==> config.mk <==
export PLATFORM = sky130hd
export DESIGN_NAME = ile_ctrl
export DESIGN_NICKNAME = d
export VERILOG_FILES = /design/src/indexed_list_engine_unit_defines.svh /design/src/ile_pkg.sv /design/src/ile_ctrl.sv
export SDC_FILE = /design/constraint.sdc
export NUM_CORES = 1
export LEC_CHECK = 0
export BUFFER_PORTS_ARGS = -buffer_cell sky130_fd_sc_hd__clkbuf_2
export CAP_MARGIN = 25
export CORE_AREA = 2 2 39 41
export CTS_CLUSTER_SIZE = 25
export DETAILED_ROUTE_END_ITERATION = 12
export DIE_AREA = 0 0 41 43
export MAX_ROUTING_LAYER = met4
export PLACE_DENSITY = 0.68
export SKIP_LAST_GASP = 1
export SYNTH_ARGS = -nofsm -noshare
export SYNTH_HDL_FRONTEND = slang
export SYNTH_SLANG_ARGS = --single-unit
==> constraint.sdc <==
create_clock -name clk -period 1.4 [get_ports clk]
set_input_delay 0.07 -clock clk [delete_from_list [all_inputs] [get_ports clk]]
set_output_delay 0.07 -clock clk [all_outputs]
set_load 0.02 [all_outputs]
==> src/indexed_list_engine_unit_defines.svh <==
// ----------------------------------------------------------------------------
// Indexed list engine assertion macros
// Shared assertion wrappers; define ASSERT_OFF to compile them out.
// ----------------------------------------------------------------------------
`ifndef INDEXED_LIST_ENGINE_UNIT_DEFINES_SVH
`define INDEXED_LIST_ENGINE_UNIT_DEFINES_SVH

`ifndef ASSERT_OFF
// checked outside reset only
`define ILE_ASSERT(lbl, prop, msg) \
    lbl: assert property (@(posedge clk) disable iff (!rst_n) prop) else $error(msg);
// checked at every edge, reset included
`define ILE_ASSERT_ALWAYS(lbl, prop, msg) \
    lbl: assert property (@(posedge clk) prop) else $error(msg);
`else
`define ILE_ASSERT(lbl, prop, msg)
`define ILE_ASSERT_ALWAYS(lbl, prop, msg)
`endif

`endif

==> src/ile_pkg.sv <==
// ----------------------------------------------------------------------------
// Indexed list engine package
// Transaction types, codes and controller/datapath interface structs.
// ----------------------------------------------------------------------------
`timescale 1ns / 1ps
`default_nettype none

package ile_pkg;

    localparam int ILE_CAPACITY = 256;

    typedef enum logic [2:0] {
        FUNC_APPEND = 3'd0,
        FUNC_POP    = 3'd1,
        FUNC_INSERT = 3'd2,
        FUNC_DELETE = 3'd3,
        FUNC_GET    = 3'd4,
        FUNC_LENGTH = 3'd5
    } ile_func_t;

    typedef enum logic [1:0] {
        STATUS_DONE   = 2'd0,
        STATUS_EMPTY  = 2'd1,
        STATUS_BADPOS = 2'd2,
        STATUS_FULL   = 2'd3
    } ile_status_t;

    typedef enum logic [2:0] {
        ST_IDLE,
        ST_EXEC,
        ST_READ,
        ST_FETCH,
        ST_MOVE,
        ST_PLACE,
        ST_FINISH
    } ile_state_t;

    typedef enum logic [1:0] {
        RD_POS,
        RD_NEXT,
        RD_PREV
    } ile_rd_sel_t;

    typedef struct packed {
        logic [2:0]         func;
        logic signed [31:0] value;
        logic [8:0]         position;
    } ile_in_t;

    typedef struct packed {
        logic signed [31:0] read_value;
        logic [8:0]         entry_count;
        logic [1:0]         status;
    } ile_out_t;

    // controller -> datapath
    typedef struct packed {
        logic        load;
        logic        rd_en;
        ile_rd_sel_t rd_sel;
        logic        ptr_ld_pos;
        logic        ptr_ld_count;
        logic        ptr_inc;
        logic        ptr_dec;
        logic        wr_shift;
        logic        wr_value;
        logic        cnt_inc;
        logic        cnt_dec;
        logic        cap_read;
        logic        set_status;
        ile_status_t status_code;
        logic        emit;
    } ile_ctl_t;

    // datapath -> controller
    typedef struct packed {
        logic [2:0] func;
        logic       full;
        logic       pos_ge_cnt;
        logic       pos_gt_cnt;
        logic       del_more;
        logic       ins_more;
        logic       rsp_free;
    } ile_sts_t;

endpackage

`default_nettype wire

==> src/ile_ctrl.sv <==
// ----------------------------------------------------------------------------
// Indexed list engine controller
// Sequences checks, reads, entry moves and the response per command.
// ----------------------------------------------------------------------------
`timescale 1ns / 1ps
`default_nettype none

module ile_ctrl (
    input  wire logic              clk,
    input  wire logic              rst_n,
    input  wire logic              cmd_valid,
    output logic                   cmd_stall,
    output ile_pkg::ile_ctl_t      ctl,
    input  wire ile_pkg::ile_sts_t sts
);
    import ile_pkg::*;

    ile_state_t state_reg;
    ile_state_t state_next;

    always_ff @(posedge clk or negedge rst_n)
    begin
        if (!rst_n)
        begin
            state_reg <= ST_IDLE;
        end
        else
        begin
            state_reg <= state_next;
        end
    end

    always_comb
    begin
        state_next = state_reg;
        ctl        = '0;
        cmd_stall  = (state_reg != ST_IDLE);
        unique case (state_reg)
            ST_IDLE:
            begin
                if (cmd_valid)
                begin
                    ctl.load   = 1'b1;
                    state_next = ST_EXEC;
                end
            end
            ST_EXEC:
            begin
                unique case (sts.func)
                    FUNC_APPEND:
                    begin
                        if (sts.full)
                        begin
                            ctl.set_status  = 1'b1;
                            ctl.status_code = STATUS_FULL;
                            state_next      = ST_FINISH;
                        end
                        else
                        begin
                            ctl.ptr_ld_count = 1'b1;
                            state_next       = ST_PLACE;
                        end
                    end
                    FUNC_POP, FUNC_DELETE:
                    begin
                        if (sts.pos_ge_cnt)
                        begin
                            ctl.set_status  = 1'b1;
                            ctl.status_code = STATUS_EMPTY;
                            state_next      = ST_FINISH;
                        end
                        else
                        begin
                            ctl.rd_en      = 1'b1;
                            ctl.rd_sel     = RD_POS;
                            ctl.ptr_ld_pos = 1'b1;
                            state_next     = ST_READ;
                        end
                    end
                    FUNC_INSERT:
                    begin
                        if (sts.full)
                        begin
                            ctl.set_status  = 1'b1;
                            ctl.status_code = STATUS_FULL;
                            state_next      = ST_FINISH;
                        end
                        else if (sts.pos_gt_cnt)
                        begin
                            ctl.set_status  = 1'b1;
                            ctl.status_code = STATUS_BADPOS;
                            state_next      = ST_FINISH;
                        end
                        else
                        begin
                            ctl.ptr_ld_count = 1'b1;
                            state_next       = ST_FETCH;
                        end
                    end
                    FUNC_GET:
                    begin
                        if (sts.pos_ge_cnt)
                        begin
                            ctl.set_status  = 1'b1;
                            ctl.status_code = STATUS_BADPOS;
                            state_next      = ST_FINISH;
                        end
                        else
                        begin
                            ctl.rd_en  = 1'b1;
                            ctl.rd_sel = RD_POS;
                            state_next = ST_READ;
                        end
                    end
                    default:
                    begin
                        // length and unused codes: report only
                        state_next = ST_FINISH;
                    end
                endcase
            end
            ST_READ:
            begin
                ctl.cap_read = 1'b1;
                state_next   = (sts.func == FUNC_GET) ? ST_FINISH : ST_FETCH;
            end
            ST_FETCH:
            begin
                if (sts.func == FUNC_INSERT)
                begin
                    if (sts.ins_more)
                    begin
                        ctl.rd_en  = 1'b1;
                        ctl.rd_sel = RD_PREV;
                        state_next = ST_MOVE;
                    end
                    else
                    begin
                        state_next = ST_PLACE;
                    end
                end
                else if (sts.del_more)
                begin
                    ctl.rd_en  = 1'b1;
                    ctl.rd_sel = RD_NEXT;
                    state_next = ST_MOVE;
                end
                else
                begin
                    ctl.cnt_dec = 1'b1;
                    state_next  = ST_FINISH;
                end
            end
            ST_MOVE:
            begin
                ctl.wr_shift = 1'b1;
                if (sts.func == FUNC_INSERT)
                begin
                    ctl.ptr_dec = 1'b1;
                end
                else
                begin
                    ctl.ptr_inc = 1'b1;
                end
                state_next = ST_FETCH;
            end
            ST_PLACE:
            begin
                ctl.wr_value = 1'b1;
                ctl.cnt_inc  = 1'b1;
                state_next   = ST_FINISH;
            end
            ST_FINISH:
            begin
                if (sts.rsp_free)
                begin
                    ctl.emit   = 1'b1;
                    state_next = ST_IDLE;
                end
            end
            default:
            begin
                state_next = ST_IDLE;
            end
        endcase
    end

endmodule

`default_nettype wire

==> impl_metrics.yaml <==
status:
  status: "finished, violations left"
  violations: "negative setup slack"
logic_synthesis:
  yosysSeqAreaShare_pct: 16.4
  synth.distinct_cells: 33
  synth_top_cell_area_share_pct: 16.4
  syn_inst: 62
  netlist_top_cells_area: "dfrtp_1 16%, nor2_1 6.6%, nor3b_2 5.5%"
  synth_area_um2: 458
  ys_warn_count: 0
  syn_nets: 74
  avgSynthCellArea_um2: 7.39
  yosysTopAreaCell: "dfrtp_1"
  synth_seq_cells: 3
floorplan:
  initial_core_util_pct: 33.1
  fp.dieH_um: 43
  io_pins: 30
  fp-row-count: 14
  dieArea_mm2: 0.00176
  coreArea_mm2: 0.00138
  fp.dieW_um: 41
pwr:
  power.density_mw_per_mm2: 1670
  vdd_drop_max_v: 0.000657
  leakage_nw: 0.376
  finalPower_w: 0.00131
finish:
  largest_reg_flops: 3
  multiInputGateArea_um2: 409
  stdcell_area_um2: 786
  regArea_um2: 78.8
  post-route-util_pct: 56.8
  final_common_cell: "clkbuf_2"
  antennaDiodeCount: 0
  nets: 110
  final_cell_mix: "21 x clkbuf_2, 7 x buf_4, 6 x nor2_1"
  synthToLayoutAreaGrowth_pct: 71.6
  drive_above_1_share_pct: 58.8
  fillers: 125
route:
  detail-route-antenna-nets: 0
  drc: 0
  wire_per_inst_um: 12.0
  avgViaCountPerCell: 5.34
  drt_iter0_markers: 7
  first_pass_iters: 4
  vias: 603
  routed_wl_um: 1360
global_routing:
  grt_max_degree: 11
  grt_pass1_vias: 538
  antenna_found_initial: 0
  grt_pass1_wl_um: 2070
  grt_usage_pct: 17.3
  overflow: 0
cts:
  insertion_delay_ns: 0.24
  cts_buffers: 3
  htree_levels: 1
  cts.path.max_buffers: 2
  cts.clk_slew.worst_paths_ns: 0.04
  cts_tree: "done"
  clock-root-buffer: "clkbuf_4"
  cts_sinks: 3
setup_path:
  cp_slowest_cell: "or4b_4"
  cp-end-kind: "output pin"
  critical_path_arrival_ns: 1.48
  crit_required_ns: 1.33
  critical_path_class: "flip-flop to output pin"
  slowest_delay_ns: 0.53
  worstPathCellList: "or4b_4 -> o22ai_2 -> clkbuf_8"
  critPathMaxFanout: 6
  startpoint_type: "flip-flop"
sta:
  report.final.slew_viol_count: 0
  finalWorstSetupSlack_ns: -0.155
  hold_violations: 0
  period_minus_slack_ns: 1.55
  slew_headroom_pct: 77.9
  timing.final.crit_share_pct: 111
  tightest_slew_ns: 0.328
  rsz0062_at_grt: "true"
  fmax_mhz: 643
  finalClockSkew_ns: 0.00121
  setup_viol: 8
placement:
  hpwl_um: 961
  place_area_um2: 652
  io_buffers: 29
  globalplace.congestion: 0.728
flow_run:
  drv_cap: 0
worst_hold_path:
  hold_path_class: "input port to asynchronous set/reset pin"
[through the flow]
step	setup slack, ns	hold slack (ns)	std cells	TNS, ns
after floorplan	-0.00147	-0.226	62	-0.00147
after global placement	0.0382	-0.132	106	0
after detailed placement	0.0407	-0.132	106	0
after CTS	-0.141	0.161	113	-0.830
after global routing	-0.195	0.179	113	-1.25
final	-0.155	0.164	113	-0.588
[critical path, delay by kind of cell (launching register included)]
kind / cells / cell delay [ns]
simple gates: 1 / 0.53
compound gates: 1 / 0.11
flops: 1 / 0.45
buf+inv: 1 / 0.16
[layer usage]
layer	global-route usage [%]	routed length, um	vias up
li1	-	-	300
met1	19.9	552	280
met2	26.6	716	21
met3	3.66	78	2
met4	9.33	10	0
met5	-	0	-
[synth_stat cells]
master	number
and3_1	2
and2_2	1
o21bai_1	1
o31ai_1	1
and3b_1	1
a31oi_1	1
or4b_1	2
nor3_1	2
inv_1	2
nand3b_1	1
a221o_1	1
and2_1	1
nor4b_1	2
buf_2	3
nor2_1	8
o21ai_1	1
o21ai_0	1
nor3b_2	2
o211ai_1	1
nand2_1	6
nor3b_1	1
o21ba_2	1
o22ai_1	2
a21oi_1	1
dfrtp_1	3
buf_6	1
and4b_1	1
or3_1	2
buf_4	2
mux2i_1	2
a211oi_1	2
nor4_1	1
nor2b_1	3
[cell families (layout without fill, tap and decap cells)]
kind of cell	after synthesis	after routing	synth area share (%)
muxes	2	2	4.37
and+or+nand+nor	36	36	48.6
AOI/OAI and AO/OA	13	13	19.9
DFF	3	3	16.4
buffers and inverters	8	43	10.7
[power by group]
group | switching, W | internal [W] | leakage, nW
logic | 0.000451 | 0.000455 | 0.329
clock network | 0.0000483 | 0.000107 | 0.0150
registers | 0.000110 | 0.000142 | 0.0325
total | 0.000609 | 0.000704 | 0.376
[final timing paths]
path / endpoint / slack [ns] / cells after the start / start
max in group asynchronous: state_reg[0] / 1.12 / 2 / rst_n
hold / removal: state_reg[2] / 0.16 / 2 / rst_n
setup reg to reg: state_reg[0] / -0.06 / 5 / state_reg[1]
hold reg to reg: state_reg[1] / 0.66 / 1 / state_reg[2]
setup / recovery: ctl[15] / -0.15 / 3 / state_reg[1]
min in group clk: state_reg[2] / 0.17 / 3 / sts[3]
[timing repair]
| action | 4_1_cts | 5_1_grt |
|---|---|---|
| setup buffers | 2 | 0 |
| pin swaps | 2 | 1 |
| resized for setup | 12 | 21 |
| setup endpoints to repair | 11 | 12 |
| hold buffers | 1 | 0 |
| endpoints found under the hold margin | 3 | 0 |
[layout make-up]
cell class              count  area share [%]
well taps                  16            2.55
flip-flops and latches      3            10.0
clock buffers               4            3.34
repair buffers             37            31.1
multi-input cells          51            52.1
inverters                   2           0.955
No activity file was read; power rests on OpenSTA's default activity.
